===== config.mk =====
export PLATFORM = sky130hd
export DESIGN_NAME = abm_popcnt
export DESIGN_NICKNAME = d
export VERILOG_FILES = /design/src/sv/abm_pkg.sv /design/src/sv/abm_popcnt.sv
export SDC_FILE = /design/constraint.sdc
export NUM_CORES = 1
export LEC_CHECK = 0
export ABC_AREA = 1
export BUFFER_PORTS_ARGS = -buffer_cell sky130_fd_sc_hd__clkbuf_2
export CAP_MARGIN = 40
export CORE_MARGIN = 1
export CORE_UTILIZATION = 64
export DETAILED_ROUTE_END_ITERATION = 6
export PLACE_DENSITY = 0.9
export SLEW_MARGIN = 5
export SYNTH_ARGS = -nofsm -noshare
export SYNTH_HDL_FRONTEND = slang
export SYNTH_SLANG_ARGS = --single-unit

===== constraint.sdc =====
create_clock -name vclk -period 9.2
set_input_delay 1.38 -clock vclk [all_inputs]
set_output_delay 1.38 -clock vclk [all_outputs]
set_load 0.05 [all_outputs]

===== src/sv/abm_pkg.sv =====
// Package with the shared types and constants of the adjacency bit matrix.
`timescale 1ns / 1ps

package abm_pkg;

  localparam int MAX_VERTICES  = 256;
  localparam int WORD_BITS     = 64;
  localparam int WORDS_PER_ROW = (MAX_VERTICES + WORD_BITS - 1) / WORD_BITS;
  localparam int MEM_DEPTH     = MAX_VERTICES * WORDS_PER_ROW;
  localparam int ADDR_W        = $clog2(MEM_DEPTH);
  localparam int WORD_W        = (WORDS_PER_ROW > 1) ? $clog2(WORDS_PER_ROW) : 1;
  localparam int CNT_W         = $clog2(WORDS_PER_ROW + 1);
  localparam int BIT_W         = $clog2(WORD_BITS);
  localparam int POP_W         = $clog2(WORD_BITS + 1);
  localparam int NODE_W        = 8;
  localparam int LIM_W         = 9;
  localparam int CMD_W         = 2;

  typedef enum logic [CMD_W-1:0] {
    CMD_ADD    = 2'd0,
    CMD_QUERY  = 2'd1,
    CMD_DEGREE = 2'd2
  } abm_cmd_e;

  typedef struct packed {
    logic [CMD_W-1:0]  cmd;
    logic [NODE_W-1:0] node_a;
    logic [NODE_W-1:0] node_b;
  } abm_in_t;

  typedef struct packed {
    logic             linked;
    logic [LIM_W-1:0] degree;
    logic             range_error;
  } abm_out_t;

  typedef struct packed {
    logic                 we;
    logic [ADDR_W-1:0]    waddr;
    logic [WORD_BITS-1:0] wdata;
    logic [ADDR_W-1:0]    raddr;
  } abm_mem_req_t;

endpackage


===== src/sv/abm_popcnt.sv =====
// Shared population count unit for one 64-bit row word.
`timescale 1ns / 1ps

module abm_popcnt (
  input  logic [abm_pkg::WORD_BITS-1:0] word_i,
  output logic [abm_pkg::POP_W-1:0]     count_o
);

  logic [63:0] x1, x2, x3, x4, x5, x6;

  always_comb begin
    x1 = word_i - ((word_i >> 1) & 64'h5555_5555_5555_5555);
    x2 = (x1 & 64'h3333_3333_3333_3333) + ((x1 >> 2) & 64'h3333_3333_3333_3333);
    x3 = (x2 + (x2 >> 4)) & 64'h0F0F_0F0F_0F0F_0F0F;
    x4 = x3 + (x3 >> 8);
    x5 = x4 + (x4 >> 16);
    x6 = x5 + (x5 >> 32);
  end

  assign count_o = x6[abm_pkg::POP_W-1:0];

endmodule


# Word-level counts from Yosys, hierarchy flattened
# Index checks and enable logic that the tools add are counted.
# totals
out_inout_bits	7
input_bits	64
regBits	0
# op_classes
add_sub_neg	6
# ops
cell	n
$sub A64 B63 Y64	1
$add A62 B62 Y63	1
$add A60 B59 Y60	1
$add A52 B52 Y53	1
$add A39 B37 Y39	1
$add A7 B7 Y7	1

# Longest topological paths before layout
# Gate-level depths: netlist (run 1).
# logic_depth
depth_word	6
ltp_mapped	32

# Worst setup path before layout (run 1)
# No wires, ideal clock.
# synth_timing
path_kind	input port to output port
start	in word_i[13] in the netlist's numbering
end	out count_o[6] in the netlist's numbering
setup_slack_ps	1065
stages	29
arrival_ps	6755
cell_sequence	inv_1 ha_1 inv_1 o21ai_1 or2_2 a21oi_2 o21ai_2 nand2_2 nand2_1 nand2_1 nand2_1 ha_1 fa_1 inv_1 fa_1 inv_1 fa_1 xor2_1 ha_1 a21oi_1 inv_1 a31oi_1 xor2_1 inv_1 ha_1 nand2_1 o21ai_0 a21oi_1 o21bai_1
# synth_via
elab_chain_cells	6
# synth_lines
element	line_no	source
start, declared	abm_popcnt.sv:5	input logic [abm_pkg::WORD_BITS-1:0] word_i,
$sub A64 B63 Y64	abm_popcnt.sv:12	x1 = word_i - ((word_i >> 1) & 64'h5555_5555_5555_5555);
$add A62 B62 Y63	abm_popcnt.sv:13	x2 = (x1 & 64'h3333_3333_3333_3333) + ((x1 >> 2) & 64'h3333_3333_3333_3333);
$add A60 B59 Y60	abm_popcnt.sv:14	x3 = (x2 + (x2 >> 4)) & 64'h0F0F_0F0F_0F0F_0F0F;
$add A52 B52 Y53	abm_popcnt.sv:15	x4 = x3 + (x3 >> 8);
$add A39 B37 Y39	abm_popcnt.sv:16	x5 = x4 + (x4 >> 16);
$add A7 B7 Y7	abm_popcnt.sv:17	x6 = x5 + (x5 >> 32);
end, declared	abm_popcnt.sv:6	output logic [abm_pkg::POP_W-1:0] count_o
# No other way between the ends.

# Final worst setup path (run 1)
# layout_timing
start	in word_i[5] in the netlist's numbering
end	out count_o[6] in the netlist's numbering
# Same word-level chain as after synthesis.

==> reports/qor.csv, run 1 <==
metric,value,unit
ios,71,
cpPeakStageDelay,590,ps
drtIter0Drc,507,
synth_area,7530,µm²
cp-end-kind,output pin,
place_inst,1493,
ant_nets,0,
wl,20800,µm
postCtsHoldBufs,0,
seq_area,0,µm²
dieArea,12200,µm²
area_growth,7.10,%
grt_usage,0.342,
hp-class,primary input to output pin,
cts_setup_buffers,0,
grt_overflow,0,
hpwl,18900,µm
fmax,0.116,GHz
arrival,7260,ps
routedWlPerCell,13.9,µm
crit_top_cell,nand2_1,
core-area,11400,µm²
ys_seq_area_frac,0,
whs_path_depth,11,
n_fill_cell,1087,
vias,7874,
start_kind,primary input,
path_max_fanout,4,
num_antenna_cells,0,
yosys_warnings,0,
die_x,110,µm
gp_congestion,1.02,
final_max_slew_viol_count,0,
grt_max_degree,7,
drv_cap,0,
grt_antenna_before_repair,0,
grt_pass1_wl,34300,µm
layoutNonFillerInstCount,1493,
drc,0,
cp-startpoint,word_i[5],
syn_avg_cell_area,5.89,µm²
num-nets-final,1596,
numPortBuffers,71,
synth_cell_types,34,
crit_required,7820,ps
multi_input_comb_area,6380,µm²
syn_nets,1523,
grt_pass1_vias,7491,
clkbuf_count,0,
cp_slowest_cell,fa_1,
netlist_instances,1279,
drt_first_pass_iters,7,
worstMarginPinSlew,419,ps
initial_core_util,0.659,
rsz0062_at_grt,no,
min_period_over_period,0.939,
status,"complete, no violations",
seq_cells,0,
hold_viol,0,
rows,39,
tns,0,ps
critPathKind,primary input to output pin,
crit_end,count_o[6],
routed_via_density,5.27,
die_h,110,µm
slew_headroom,0.720,
min_period,8640,ps
finalSetupViolations,0,
cts_resized,0,
drive_gt1_frac,0.127,
[how the worst min path moves through the flow]
stage / startpoint / end / slack, ps
2_1_floorplan: word_i[1] / count_o[0] / 3780
3_3_place_gp: word_i[1] / count_o[0] / 4020
3_5_place_dp: word_i[1] / count_o[0] / 4030
4_1_cts: word_i[1] / count_o[0] / 4040
5_1_grt: word_i[1] / count_o[0] / 4180
6_report: word_i[1] / count_o[0] / 4040
[cell usage in the layout, fill, tap and decap left out, types with 11 or more instances in the layout]
cell and n:
nand2_1 390, inv_1 275, ha_1 149, a21oi_1 71, nor2_1 71, clkbuf_2 71, nand3_1 68, xor2_1 53
nor2_2 36, fa_1 31, inv_2 30, o21ai_0 17, nand4_1 12, o21bai_1 12, nor2_4 11
[synthesized netlist by cell type, types with 3 or more instances]
master | n | area (µm²)
nand2_1 | 390 | 1460
inv_1 | 275 | 1030
ha_1 | 149 | 1860
a21oi_1 | 71 | 355
nor2_1 | 71 | 267
nand3_1 | 68 | 340
xor2_1 | 53 | 464
nor2_2 | 36 | 225
fa_1 | 31 | 621
inv_2 | 30 | 113
o21ai_0 | 17 | 85.1
nand4_1 | 12 | 75.1
o21bai_1 | 12 | 90.1
nor2_4 | 11 | 124
nand2_2 | 8 | 50.1
nor3_1 | 7 | 35.0
nor3_2 | 6 | 60.1
xnor2_1 | 6 | 52.6
nand3_2 | 5 | 50.1
nand3b_1 | 3 | 22.5
o21a_1 | 3 | 22.5
[critical path: cells and delay by family]
| family | cells | cell delay [ps] |
|---|---|---|
| adder cells (fa/ha/maj) | 6 | 2530 |
| AND/OR/NAND/NOR | 12 | 1200 |
| AO/OA/AOI/OAI | 5 | 900 |
| buffers and inverters | 9 | 870 |
| XOR/XNOR | 2 | 340 |
[kinds of logic (layout without fill, tap and decap cells)]
kind of cell    Yosys count  in the layout  synth area share
simple gates            621            621             0.365
buf+inv                 305            376             0.152
fa+ha+maj               180            180             0.330
compound gates          114            114            0.0846
xor+xnor                 59             59            0.0687
[area by class of cell]
type                            instances  share of cell area
Timing Repair Buffer                   71              0.0441
Multi-Input combinational cell        974               0.792
Inverter                              305               0.142
Tap cell                              143              0.0222
[metrics by stage]
stage	area (µm²)	setup WS [ps]	utilization	hold WS, ps
3_3_place_gp	8060	742	0.706	4020
6_report	8060	557	0.706	4040
3_5_place_dp	8060	607	0.706	4030
2_1_floorplan	7530	1060	-	3780
5_1_grt	8060	53.1	0.706	4180
4_1_cts	8060	591	0.706	4040
[metal layers]
metal	wire length [µm]	share of wire	up-vias	GRT usage
met4	178	0.0086	0	0.0276
met5	0	0	-	0
met1	9620	0.46	3559	0.482
met2	9300	0.45	260	0.576
li1	-	-	4043	-
met3	1690	0.081	12	0.0428
Power of run 1 is left out: the tool's default activity adds up to more than one toggle a clock period on the data nets, which glitch-free logic cannot reach.
==> run 2, diff against run 1 <==
- PLACE_DENSITY: 0.9 -> 0.85
- clock period: 9.2 -> 9.72 ns (I/O delays scaled with it)
==> run 2 against run 1 <==
Against the previous run: sequential share of layout area did not move; core utilization did not move; critical path depth fell by 3; global-route usage decreased by 0.31 points; first-iteration DRC count increased by 3.0%; critical path type unchanged; largest cell class unchanged; highest routed layer unchanged.
==> reports/qor.csv, run 2 (same netlist as run 1, synthesis figures left out) <==
metric,value,unit
rsz0062_at_grt,no,
finalSetupViolations,0,
arrival,7450,ps
seq_area,0,µm²
hold_viol,0,
die_x,110,µm
cts_setup_buffers,0,
ios,71,
routed_via_density,5.26,
drt_first_pass_iters,5,
grt_usage,0.339,
drc,0,
postCtsHoldBufs,0,
dieArea,12200,µm²
area_growth,7.10,%
n_fill_cell,1094,
cp_slowest_cell,fa_1,
multi_input_comb_area,6380,µm²
grt_pass1_wl,33700,µm
cp-end-kind,output pin,
drive_gt1_frac,0.127,
fin_area,8060,µm²
num_antenna_cells,0,
drtIter0Drc,522,
num-nets-final,1596,
initial_core_util,0.659,
fmax,0.112,GHz
cts_resized,0,
crit_top_cell,inv_1,
hpwl,18900,µm
slew_headroom,0.703,
ant_nets,0,
worstMarginPinSlew,444,ps
min_period,8910,ps
min_period_over_period,0.916,
start_kind,primary input,
crit_required,8260,ps
hp-class,primary input to output pin,
placed_area,8060,µm²
status,"complete, no violations",
core-area,11400,µm²
grt_antenna_before_repair,0,
routedWlPerCell,13.8,µm
numPortBuffers,71,
layout_commonest_cell,nand2_1,
utilization,0.706,
cpPeakStageDelay,570,ps
grt_overflow,0,
final_max_slew_viol_count,0,
gp_congestion,1.01,
drv_cap,0,
clkbuf_count,0,
critPathKind,primary input to output pin,
grt_pass1_vias,7325,
grt_max_degree,7,
vias,7849,
die_h,110,µm
final_cell_mix,"nand2_1 (390), inv_1 (275), ha_1 (149)",
path_max_fanout,4,
rows,39,
seq_cells,0,
tns,0,ps
wl,20600,µm
-- run 2: cell counts in the layout (fill, tap and decap cells not counted) --
No cell type changed its count.
-- run 2: path summary, 6_finish.rpt --
| kind | end | start | slack, ps | cells after the start |
|---|---|---|---|---|
| max | count_o[6] | word_i[11] | 810 | 31 |
| min | count_o[0] | word_i[1] | 4190 | 11 |
-- run 2: stage by stage --
stage / setup WS (ps) / hold slack [ps] / instances
after floorplan: 1430 / 3930 / 1279
after global placement: 1070 / 4180 / 1493
after detailed placement: 919 / 4190 / 1493
after CTS: 900 / 4200 / 1493
after global routing: 396 / 4310 / 1493
final: 814 / 4190 / 1493
-- run 2: cell type report --
cell class	count	area share
multi-input cells	974	0.792
inverters	305	0.142
repair buffers	71	0.0441
well taps	143	0.0222
-- run 2: critical path: cells and delay by family --
kind	cells	cell delay [ps]
fa+ha+maj	6	2580
simple gates	10	1290
compound gates	5	910
buf+inv	8	860
xor+xnor	2	330
-- run 2: per-layer routing --
metal	global-route usage	up-vias	wire [µm]
li1	-	4047	-
met1	0.482	3496	9660
met2	0.555	274	8850
met3	0.0346	32	1660
met4	0.0613	0	383
met5	0	-	0
Power of run 2 is left out for the same reason.
==> run 3, diff against run 2 <==
- PLACE_DENSITY: 0.85 -> 0.81
==> run 3 against run 2 <==
Against the previous run: core utilization is the same; wire length shrank 0.58%; cell area is the same; flip-flop and latch count is the same; non-clock buffer count is the same; cell count is the same; hold slack lost 11 ps; die area is the same; worst setup slack gained 96 ps; global-route usage grew 0.19 points; first-iteration DRC count shrank 7.5%; sequential share of layout area is the same.
==> reports/qor.csv, run 3 (same netlist as run 1, synthesis figures left out) <==
metric,value,unit
area_growth,7.10,%
worstMarginPinSlew,436,ps
hp-class,primary input to output pin,
wl,20400,µm
routedWlPerCell,13.7,µm
tns,0,ps
layout_commonest_cell,nand2_1,
postCtsHoldBufs,0,
cp-end-kind,output pin,
dieArea,12200,µm²
seq_cells,0,
n_fill_cell,1142,
status,"complete, no violations",
fin_area,8060,µm²
ios,71,
slew_headroom,0.706,
fmax,0.114,GHz
cpPeakStageDelay,580,ps
finalSetupViolations,0,
min_period,8810,ps
critPathKind,primary input to output pin,
drtIter0Drc,483,
path_max_fanout,4,
rows,39,
seq_area,0,µm²
cts_setup_buffers,0,
ant_nets,0,
drc,0,
grt_overflow,0,
cp_top_family,adder cells,
num_antenna_cells,0,
vias,7698,
placed_area,8060,µm²
cp_slowest_cell,fa_1,
crit_required,8260,ps
drv_cap,0,
rsz0062_at_grt,no,
die_x,110,µm
die_h,110,µm
critical_path_buf_inv_count,8,
min_period_over_period,0.906,
grt_pass1_wl,33900,µm
final_cell_mix,"nand2_1 (390), inv_1 (275), ha_1 (149)",
grt_max_degree,7,
drt_first_pass_iters,6,
hold_viol,0,
drive_gt1_frac,0.127,
final_max_slew_viol_count,0,
num-nets-final,1596,
crit_top_cell,inv_1,
clkbuf_count,0,
grt_usage,0.340,
numPortBuffers,71,
hpwl,19100,µm
core-area,11400,µm²
grt_antenna_before_repair,0,
routed_via_density,5.16,
arrival,7350,ps
initial_core_util,0.659,
start_kind,primary input,
gp_congestion,0.994,
grt_pass1_vias,7488,
cts_resized,0,
## run 3: cell counts in the layout (fill, tap and decap cells not counted)
Identical to the previous run, type by type.
## run 3: cell type report
| class | count | area (µm²) | area share |
|---|---|---|---|
| inverters | 305 | 1140 | 0.142 |
| well taps | 143 | 179 | 0.0222 |
| multi-input cells | 974 | 6380 | 0.792 |
| repair buffers | 71 | 355 | 0.0441 |
## run 3: metrics by stage
step                setup slack, ps  cells  hold slack [ps]  utilization
floorplan                      1430   1279             3930            -
global placement               1060   1493             4190        0.706
detailed placement              968   1493             4200        0.706
CTS                             962   1493             4200        0.706
global route                    407   1493             4300        0.706
finish                          910   1493             4180        0.706
## run 3: worst paths after layout
kind	from	end	slack [ps]	cells past startpoint
worst min-delay path	word_i[1]	count_o[0]	4180	11
worst max-delay path	word_i[11]	count_o[6]	910	31
## run 3: worst min-delay path, stage by stage
cell and delay [ps]:
clkbuf_2 120, inv_1 70, nand3_1 60, nand2_1 50, inv_1 40, ha_1 120, ha_1 130, ha_1 150
ha_1 130, ha_1 120, clkbuf_2 270
## run 3: per-layer routing
layer	share of wire	GRT usage
met4	0.024	0.0738
met1	0.48	0.482
met5	0	0
met3	0.073	0.0252
met2	0.43	0.564
Power of run 3 is left out for the same reason.
