--- src/sv/abm_pkg.sv ---
// Package with the shared types and constants of the adjacency bit matrix.
`timescale 1ns / 1ps

package abm_pkg;

  localparam int MAX_VERTICES  = 256;
  localparam int WORD_BITS     = 64;
  localparam int WORDS_PER_ROW = (MAX_VERTICES + WORD_BITS - 1) / WORD_BITS;
  localparam int MEM_DEPTH     = MAX_VERTICES * WORDS_PER_ROW;
  localparam int ADDR_W        = $clog2(MEM_DEPTH);
  localparam int WORD_W        = (WORDS_PER_ROW > 1) ? $clog2(WORDS_PER_ROW) : 1;
  localparam int CNT_W         = $clog2(WORDS_PER_ROW + 1);
  localparam int BIT_W         = $clog2(WORD_BITS);
  localparam int POP_W         = $clog2(WORD_BITS + 1);
  localparam int NODE_W        = 8;
  localparam int LIM_W         = 9;
  localparam int CMD_W         = 2;

  typedef enum logic [CMD_W-1:0] {
    CMD_ADD    = 2'd0,
    CMD_QUERY  = 2'd1,
    CMD_DEGREE = 2'd2
  } abm_cmd_e;

  typedef struct packed {
    logic [CMD_W-1:0]  cmd;
    logic [NODE_W-1:0] node_a;
    logic [NODE_W-1:0] node_b;
  } abm_in_t;

  typedef struct packed {
    logic             linked;
    logic [LIM_W-1:0] degree;
    logic             range_error;
  } abm_out_t;

  typedef struct packed {
    logic                 we;
    logic [ADDR_W-1:0]    waddr;
    logic [WORD_BITS-1:0] wdata;
    logic [ADDR_W-1:0]    raddr;
  } abm_mem_req_t;

endpackage

--- src/sv/abm_seq.sv ---
// Command sequencer: clearing pass, read-modify-write, query and degree steps.
`timescale 1ns / 1ps

module abm_seq (
  input  logic                           clk_i,
  input  logic                           rst_ni,
  input  logic [abm_pkg::LIM_W-1:0]      lim_i,
  input  logic                           in_valid_i,
  input  abm_pkg::abm_in_t               in_item_i,
  output logic                           in_stall_o,
  output logic                           out_valid_o,
  output abm_pkg::abm_out_t              out_item_o,
  input  logic                           out_stall_i,
  output abm_pkg::abm_mem_req_t          mem_req_o,
  input  logic [abm_pkg::WORD_BITS-1:0]  mem_rdata_i,
  output logic [abm_pkg::WORD_BITS-1:0]  pop_word_o,
  input  logic [abm_pkg::POP_W-1:0]      pop_count_i
);

  localparam logic [2:0] ST_CLEAR = 3'd0;
  localparam logic [2:0] ST_IDLE  = 3'd1;
  localparam logic [2:0] ST_START = 3'd2;
  localparam logic [2:0] ST_ADD2  = 3'd3;
  localparam logic [2:0] ST_ADD3  = 3'd4;
  localparam logic [2:0] ST_QRY   = 3'd5;
  localparam logic [2:0] ST_DEG   = 3'd6;
  localparam logic [2:0] ST_DONE  = 3'd7;

  logic [2:0]                     state_q, state_d;
  logic [abm_pkg::ADDR_W-1:0]     clr_q, clr_d;
  logic [abm_pkg::CNT_W-1:0]      cnt_q, cnt_d;
  abm_pkg::abm_in_t               item_q, item_d;
  logic                           linked_q, linked_d;
  logic [abm_pkg::LIM_W-1:0]      deg_q, deg_d;
  logic                           err_q, err_d;
  logic                           out_valid_q, out_valid_d;
  abm_pkg::abm_out_t              out_q, out_d;
  logic                           err_a, err_b, cmd_err;
  logic [abm_pkg::WORD_W-1:0]     rx_word;
  logic [abm_pkg::WORD_BITS-1:0]  col_mask;
  logic [31:0]                    col;

  function automatic logic [abm_pkg::ADDR_W-1:0] word_addr(
    input logic [abm_pkg::NODE_W-1:0] row,
    input logic [abm_pkg::WORD_W-1:0] word
  );
    logic [31:0] lin;
    lin = 32'(row) * 32'(abm_pkg::WORDS_PER_ROW) + 32'(word);
    return lin[abm_pkg::ADDR_W-1:0];
  endfunction

  // Word of a row that holds the given column.
  function automatic logic [abm_pkg::WORD_W-1:0] col_word(
    input logic [abm_pkg::NODE_W-1:0] node
  );
    logic [abm_pkg::NODE_W-1:0] sh;
    sh = node >> abm_pkg::BIT_W;
    return sh[abm_pkg::WORD_W-1:0];
  endfunction

  assign err_a   = {1'b0, item_q.node_a} >= lim_i;
  assign err_b   = {1'b0, item_q.node_b} >= lim_i;
  assign cmd_err = (item_q.cmd == abm_pkg::CMD_DEGREE) ? err_a
                 : ((item_q.cmd == abm_pkg::CMD_ADD) || (item_q.cmd == abm_pkg::CMD_QUERY))
                   ? (err_a || err_b) : 1'b0;

  // Degree only counts columns below the current vertex limit.
  assign rx_word = abm_pkg::WORD_W'(cnt_q - abm_pkg::CNT_W'(1));
  always_comb begin
    col      = '0;
    col_mask = '0;
    for (int j = 0; j < abm_pkg::WORD_BITS; j++) begin
      col         = 32'(rx_word) * 32'(abm_pkg::WORD_BITS) + 32'(j);
      col_mask[j] = col < 32'(lim_i);
    end
  end
  assign pop_word_o = mem_rdata_i & col_mask;

  always_comb begin
    state_d     = state_q;
    clr_d       = clr_q;
    cnt_d       = cnt_q;
    item_d      = item_q;
    linked_d    = linked_q;
    deg_d       = deg_q;
    err_d       = err_q;
    out_valid_d = out_valid_q && out_stall_i;
    out_d       = out_q;
    mem_req_o   = '0;
    case (state_q)
      ST_CLEAR: begin
        mem_req_o.we    = 1'b1;
        mem_req_o.waddr = clr_q;
        clr_d           = clr_q + abm_pkg::ADDR_W'(1);
        if (clr_q == abm_pkg::ADDR_W'(abm_pkg::MEM_DEPTH - 1)) begin
          state_d = ST_IDLE;
        end
      end
      ST_IDLE: begin
        if (in_valid_i) begin
          item_d  = in_item_i;
          state_d = ST_START;
        end
      end
      ST_START: begin
        linked_d = 1'b0;
        deg_d    = '0;
        err_d    = cmd_err;
        if (cmd_err) begin
          state_d = ST_DONE;
        end else begin
          case (item_q.cmd)
            abm_pkg::CMD_ADD: begin
              mem_req_o.raddr = word_addr(item_q.node_a, col_word(item_q.node_b));
              state_d         = ST_ADD2;
            end
            abm_pkg::CMD_QUERY: begin
              mem_req_o.raddr = word_addr(item_q.node_a, col_word(item_q.node_b));
              state_d         = ST_QRY;
            end
            abm_pkg::CMD_DEGREE: begin
              mem_req_o.raddr = word_addr(item_q.node_a, '0);
              cnt_d           = abm_pkg::CNT_W'(1);
              state_d         = ST_DEG;
            end
            default: begin
              state_d = ST_DONE;
            end
          endcase
        end
      end
      ST_ADD2: begin
        mem_req_o.we    = 1'b1;
        mem_req_o.waddr = word_addr(item_q.node_a, col_word(item_q.node_b));
        mem_req_o.wdata = mem_rdata_i
                        | (abm_pkg::WORD_BITS'(1) << item_q.node_b[abm_pkg::BIT_W-1:0]);
        // For a self link the second word is the first and carries the same bit.
        mem_req_o.raddr = word_addr(item_q.node_b, col_word(item_q.node_a));
        state_d         = ST_ADD3;
      end
      ST_ADD3: begin
        mem_req_o.we    = 1'b1;
        mem_req_o.waddr = word_addr(item_q.node_b, col_word(item_q.node_a));
        mem_req_o.wdata = mem_rdata_i
                        | (abm_pkg::WORD_BITS'(1) << item_q.node_a[abm_pkg::BIT_W-1:0]);
        state_d         = ST_DONE;
      end
      ST_QRY: begin
        linked_d = mem_rdata_i[item_q.node_b[abm_pkg::BIT_W-1:0]];
        state_d  = ST_DONE;
      end
      ST_DEG: begin
        deg_d = deg_q + abm_pkg::LIM_W'(pop_count_i);
        if (cnt_q == abm_pkg::CNT_W'(abm_pkg::WORDS_PER_ROW)) begin
          state_d = ST_DONE;
        end else begin
          mem_req_o.raddr = word_addr(item_q.node_a, cnt_q[abm_pkg::WORD_W-1:0]);
          cnt_d           = cnt_q + abm_pkg::CNT_W'(1);
        end
      end
      ST_DONE: begin
        if (!out_valid_q || !out_stall_i) begin
          out_valid_d       = 1'b1;
          out_d.linked      = linked_q;
          out_d.degree      = deg_q;
          out_d.range_error = err_q;
          state_d           = ST_IDLE;
        end
      end
      default: begin
        state_d = ST_IDLE;
      end
    endcase
  end

  always_ff @(posedge clk_i or negedge rst_ni) begin
    if (!rst_ni) begin
      state_q     <= ST_CLEAR;
      clr_q       <= '0;
      cnt_q       <= '0;
      out_valid_q <= 1'b0;
    end else begin
      state_q     <= state_d;
      clr_q       <= clr_d;
      cnt_q       <= cnt_d;
      out_valid_q <= out_valid_d;
    end
  end

  always_ff @(posedge clk_i) begin
    item_q   <= item_d;
    linked_q <= linked_d;
    deg_q    <= deg_d;
    err_q    <= err_d;
    out_q    <= out_d;
  end

  assign in_stall_o  = state_q != ST_IDLE;
  assign out_valid_o = out_valid_q;
  assign out_item_o  = out_q;

`ifndef SYNTHESIS
  a_out_from_done: assert property (@(posedge clk_i) disable iff (!rst_ni)
    $rose(out_valid_q) |-> $past(state_q == ST_DONE))
    else $error("result appeared outside the done step");

  a_no_write_idle: assert property (@(posedge clk_i) disable iff (!rst_ni)
    (state_q == ST_IDLE || state_q == ST_DONE || state_q == ST_QRY) |-> !mem_req_o.we)
    else $error("matrix written outside an add or clearing step");

  a_deg_ends: assert property (@(posedge clk_i) disable iff (!rst_ni)
    (state_q == ST_DEG && cnt_q == abm_pkg::CNT_W'(abm_pkg::WORDS_PER_ROW))
    |=> state_q == ST_DONE)
    else $error("degree count did not finish after the last row word");

  a_err_zero: assert property (@(posedge clk_i) disable iff (!rst_ni)
    (out_valid_q && out_q.range_error) |-> (!out_q.linked && out_q.degree == '0))
    else $error("rejected command reported a nonzero result");
`endif

endmodule
--- config.mk ---
export PLATFORM = sky130hd
export DESIGN_NAME = abm_seq
export DESIGN_NICKNAME = d
export VERILOG_FILES = /design/src/sv/abm_pkg.sv /design/src/sv/abm_seq.sv
export SDC_FILE = /design/constraint.sdc
export NUM_CORES = 1
export LEC_CHECK = 0
export BUFFER_PORTS_ARGS = -buffer_cell sky130_fd_sc_hd__buf_4
export CAP_MARGIN = 20
export CORE_UTILIZATION = 50
export CTS_CLUSTER_DIAMETER = 150
export DETAILED_ROUTE_END_ITERATION = 10
export PLACE_DENSITY_LB_ADDON = 0.05
export SLEW_MARGIN = 20
export SYNTH_ARGS = -nofsm -noshare
export SYNTH_HDL_FRONTEND = slang
export SYNTH_SLANG_ARGS = --single-unit
--- constraint.sdc ---
create_clock -name clk_i -period 4.8 [get_ports clk_i]
set_input_delay 0 -clock clk_i [delete_from_list [all_inputs] [get_ports clk_i]]
set_output_delay 0 -clock clk_i [all_outputs]
set_load 0.02 [all_outputs]
**Word-level counts from Yosys, hierarchy flattened**

Index checks and enable logic that the tools add are counted.

- Output and inout bits: 162
- Input bits: 102
- Register bits after elaboration: 57
- Logic and storage cells: 215

- Bitwise logic cells: 3
- Add/subtract/negate cells: 70
- Muxes and demuxes: 25
- Reduce and logical (&&, ||, !) cells: 16
- Magnitude comparators: 67
- Equal/unequal tests: 19
- Shift-type cells: 2

Operators with widths:

| kind | number |
|---|---|
| less-than comparator 9 bit | 63 |
| adder 8 x 6 -> 9 bit, second input constant | 32 |
| adder 8 x 5 -> 9 bit, second input constant | 16 |
| OR 64 bit | 2 |
| case mux 64 bit (2 select lines) | 1 |
| left shift 1 x 6 -> 64 bit, first input constant | 2 |
| adder 8 x 4 -> 9 bit, second input constant | 8 |
| bitwise AND 64 bit | 1 |
| adder 8 x 3 -> 9 bit, second input constant | 4 |
| case mux 11 bit (3 select lines) | 1 |
| adder 10 x 2 -> 10 bit | 3 |
| case mux 10 bit (3 select lines) | 1 |
| 2-to-1 mux 3 bit | 8 |
| case mux 3 bit (7 select lines) | 1 |
| 2-to-1 mux 10 bit | 2 |
| case mux 10 bit (2 select lines) | 1 |
| adder 8 x 2 -> 9 bit, second input constant | 2 |
| >= comparator 8 x 9 -> 1 bit | 2 |
| case mux 9 bit (2 select lines) | 1 |
| == test 3 bit, second input constant | 5 |
| inequality test 2 bit, second input constant | 7 |
| adder 10 x 1 -> 10 bit, second input constant | 1 |
| == test 10 bit, second input constant | 1 |
| adder 8 x 1 -> 9 bit, second input constant | 1 |
| other kinds (24) | 36 |

**Depth between registers and ports, before layout**

- Depth in word-level cells: 6
- Gate-level depth with buffers: 11
- Gate-level depth less buffers: 10

**Worst setup path after synthesis**

No wires, ideal clock.

- Path kind: register to output
- Start: register item_q[0] (netlist name)
- End: output mem_req_o[2] (netlist name)
- Stages on the path, launching flop included: 11
- Arrival time: 2.486 ns
- Slack: 2.314 ns
- Data required time: 4.800 ns
- Path through: edfxtp_1 -> buf_6 -> buf_2 -> inv_1 -> ha_1 -> nand2b_1 -> a21oi_1 -> o21ai_0 -> a211oi_1 -> nor2_1 -> o21ai_0

RTL lines:

| what | RTL line | RTL |
|---|---|---|
| from (decl) | abm_seq.sv:32 | `abm_pkg::abm_in_t item_q, item_d;` |
| from (signal assigned) | abm_seq.sv:191 | `item_q <= item_d;` |
| to (decl) | abm_seq.sv:14 | `output abm_pkg::abm_mem_req_t mem_req_o,` |

==> metrics.txt <==
FP Rows=38; Gate power share=0.253; clock sink count=57; CTS resizes=0; Post-Layout Cell Count=1134; R2R cell count=8; layout cells sized above 1=0.302; # Max-Cap Violations=0; Post-Syn Nets=867; cell count after placement=1097; DR vias/cell=6.83; CP arrival=3430 ps; Core Region=10900 um^2; Slew headroom=0.250; post-synthesis instance total=735; total CTS buffers=9; power share of the clock group=0.412; DRC Markers=0; critical path data required time=4800 ps; sw power=469 uW; Final Instance Area=8180 um^2; Starting Density=0.518; Routed Wire Length=29000 um; switch share=0.300; Cell variety after synth=52; post-synthesis sequential area ratio=0.287; Post-synth EDFFs=40; RR Endpoint=cnt_q[1]; Seq pwr share=0.335; fillers=816; register bit total from synthesis=57; WL per Instance=25.6 um; PortBufs=263; Detailed Routing Iterations Pass 1=7; post-synthesis cell area=5670 um^2; Fin. Hold Viols=0; post-route ant nets=0; warning count from the yosys run=0; clk_lat worst skew=330 ps; setup ws final=1370 ps; Least-Margin Pin Slew=1120 ps; min-delay worst type=primary input to register; r2r startpoint=item_q[8]; fin util=0.748; Setup TNS Final=0 ps; pre-CTS setup slack=1540 ps; Worst Hold Path Cells=4; Pleak=0.00376 uW; first-pass GRT wire length=41700 um; area grow syn2layout=44.4%; Top-Level Pins=264; global placement routability congestion=1.15; Max Clock Freq=292 MHz; internal power=1100 uW; Power per Cell Area=191 nW/um^2; final worst path period need=3430 ps; Max Slew Vio Count=0; Layout Skew=5.85 ps; root buf cell=clkbuf_16; largest net degree at the start of global routing=66; DP Area=7680 um^2; CP Launch Type=register; Worst Hold Endpoint=state_q[0]; vias in the first global route=7295; DRT iter0 DRCs=1401; Nets=1120; initial antenna violation count=1; Clock Tree Buf Depth=2; CTS tree=yes; clk slew on worst S/H paths=50 ps; FFs w/ async S/R, synth=0.298; crit share post-route=0.715; die area=11800 um^2; HPWL after detailed placement=22000 um; R2R setup slack=1780 ps; maximum VDD drop=0.222 mV; syn_area_per_cell=7.71 um^2; Die W=108 um; status=complete, no violations; Overflow after GRT=0; Die Ht=108 um; ys flop type=edfxtp_1; H-tree levels=3; hold path startpoint=in_valid_i; RSZ-0062 raised after global routing=false; Crit Path Category=register to output pin; CP Capture Type=output pin; Setup-failing EPs final=0; largest fanout on the critical path=15; GRT Total Usage=0.484; vias=7749
==> how the worst max path moves through the flow <==
| stage | cells past startpoint | endpoint | slack (ps) | from |
|---|---|---|---|---|
| after global routing | 10 | pop_word_o[48] | 1150 | cnt_q[0] |
| after detailed placement | 10 | pop_word_o[48] | 1540 | cnt_q[0] |
| final | 9 | mem_req_o[4] | 1370 | item_q[8] |
| after CTS | 10 | pop_word_o[48] | 1200 | cnt_q[0] |
| after global placement | 10 | pop_word_o[48] | 1730 | cnt_q[0] |
| after floorplan | 10 | mem_req_o[2] | 2310 | item_q[0] |
==> cells in the mapped netlist, drive strengths merged, types with 3 or more instances <==
| master | number | share of area |
|---|---|---|
| a211oi | 3 | 0.0040 |
| a21o | 4 | 0.0053 |
| a21oi | 115 | 0.10 |
| a22oi | 19 | 0.025 |
| a31oi | 14 | 0.015 |
| and2 | 14 | 0.015 |
| and3 | 18 | 0.020 |
| buf | 14 | 0.013 |
| clkbuf | 34 | 0.023 |
| dfrtp | 17 | 0.075 |
| edfxtp | 40 | 0.21 |
| ha | 29 | 0.064 |
| inv | 31 | 0.021 |
| mux2i | 3 | 0.0053 |
| mux4 | 16 | 0.071 |
| nand2 | 73 | 0.048 |
| nand2b | 8 | 0.0088 |
| nand3 | 26 | 0.023 |
| nand3b | 5 | 0.0066 |
| nand4 | 4 | 0.0044 |
| nor2 | 122 | 0.081 |
| nor2b | 6 | 0.0066 |
| nor3 | 12 | 0.011 |
| nor3b | 9 | 0.013 |
| o211a | 5 | 0.0088 |
| o211ai | 4 | 0.0053 |
| o21a | 5 | 0.0066 |
| o21ai | 36 | 0.032 |
| o22ai | 4 | 0.0044 |
| o311a | 5 | 0.0088 |
| o31ai | 3 | 0.0049 |
| or3 | 5 | 0.0055 |
| xnor2 | 10 | 0.015 |
| xor2 | 4 | 0.0062 |
==> cells by family after synthesis <==
family          Yosys count  synth area share
xor+xnor                 14            0.0216
flops                    57             0.287
simple gates            310             0.254
fa+ha+maj                30            0.0676
compound gates          225             0.235
mux                      20            0.0782
buf+inv                  79            0.0568
==> power groups by stage <==
stage	Clock, uW	Sequential [uW]	Combinational, uW
after floorplan	0	534	169
after global placement	0	534	360
after detailed placement	0	534	364
after CTS	643	525	379
after global routing	662	524	408
final	645	525	396
==> cell type report <==
cell class | instances | area [um^2] | share of cell area
tap | 140 | 175 | 0.0214
clock inverter | 7 | 71.3 | 0.00872
multi-input combinational | 599 | 3740 | 0.457
inverter | 31 | 116 | 0.0142
sequential | 57 | 1630 | 0.199
clock buffer | 9 | 225 | 0.0275
timing repair buffer | 290 | 2230 | 0.272
antenna | 1 | 2.50 | 0.000306
==> sequential cells by signal, summed over array words and instances (netlist names) <==
signal / cells
out_valid_o: 1
clr_q: 10
err_q: 1
state_q: 3
cnt_q: 3
deg_q: 9
linked_q: 1
item_q: 18
out_item_o: 11
==> critical path: stages (launching register included) <==
cell,delay [ps]
edfxtp_1,570
inv_1,140
ha_1,280
nand2b_1,150
a211oi_1,290
nor3_1,110
o31ai_2,860
nand3_1,150
o21ai_0,320
buf_4,210
==> stage by stage <==
step | hold WS (ps) | total power (uW)
after floorplan | -296 | 703
after global placement | -123 | 894
after detailed placement | -114 | 898
after CTS | 55.2 | 1550
after global routing | 89.6 | 1590
final | 60.9 | 1570
==> metal layers <==
metal	track usage	wire length, um	vias up
met5	0	0	-
met4	0.317	2150	0
met3	0.196	4170	206
met2	0.761	13200	802
met1	0.539	9540	3560
li1	-	-	3181
==> layout by cell type (no fill, tap or decap), drive strengths merged, types with 3 or more instances in the layout <==
| master | instances |
|---|---|
| nand3b | 5 |
| xnor2 | 10 |
| nand2 | 73 |
| nor3 | 12 |
| nor3b | 9 |
| dlygate4sd3 | 20 |
| ha | 29 |
| mux4 | 16 |
| o211a | 5 |
| clkbuf | 9 |
| nand4 | 4 |
| or3 | 5 |
| mux2i | 3 |
| xor2 | 4 |
| a21o | 4 |
| nor2 | 122 |
| buf | 270 |
| a31oi | 14 |
| a211oi | 3 |
| o211ai | 4 |
| dfrtp | 17 |
| o21a | 5 |
| nor2b | 6 |
| a22oi | 19 |
| nand3 | 26 |
| edfxtp | 40 |
| o31ai | 3 |
| and2 | 14 |
| inv | 31 |
| o311a | 5 |
| nand2b | 8 |
| clkinv | 4 |
| o21ai | 36 |
| and3 | 18 |
| o22ai | 4 |
| a21oi | 115 |
==> repair_timing <==
action / 4_1_cts / 5_1_grt
buffers inserted: 0 / 0
hold buffers: 20 / 0
endpoints found under the hold margin: 36 / 0
No activity file was read; power rests on OpenSTA's default activity.
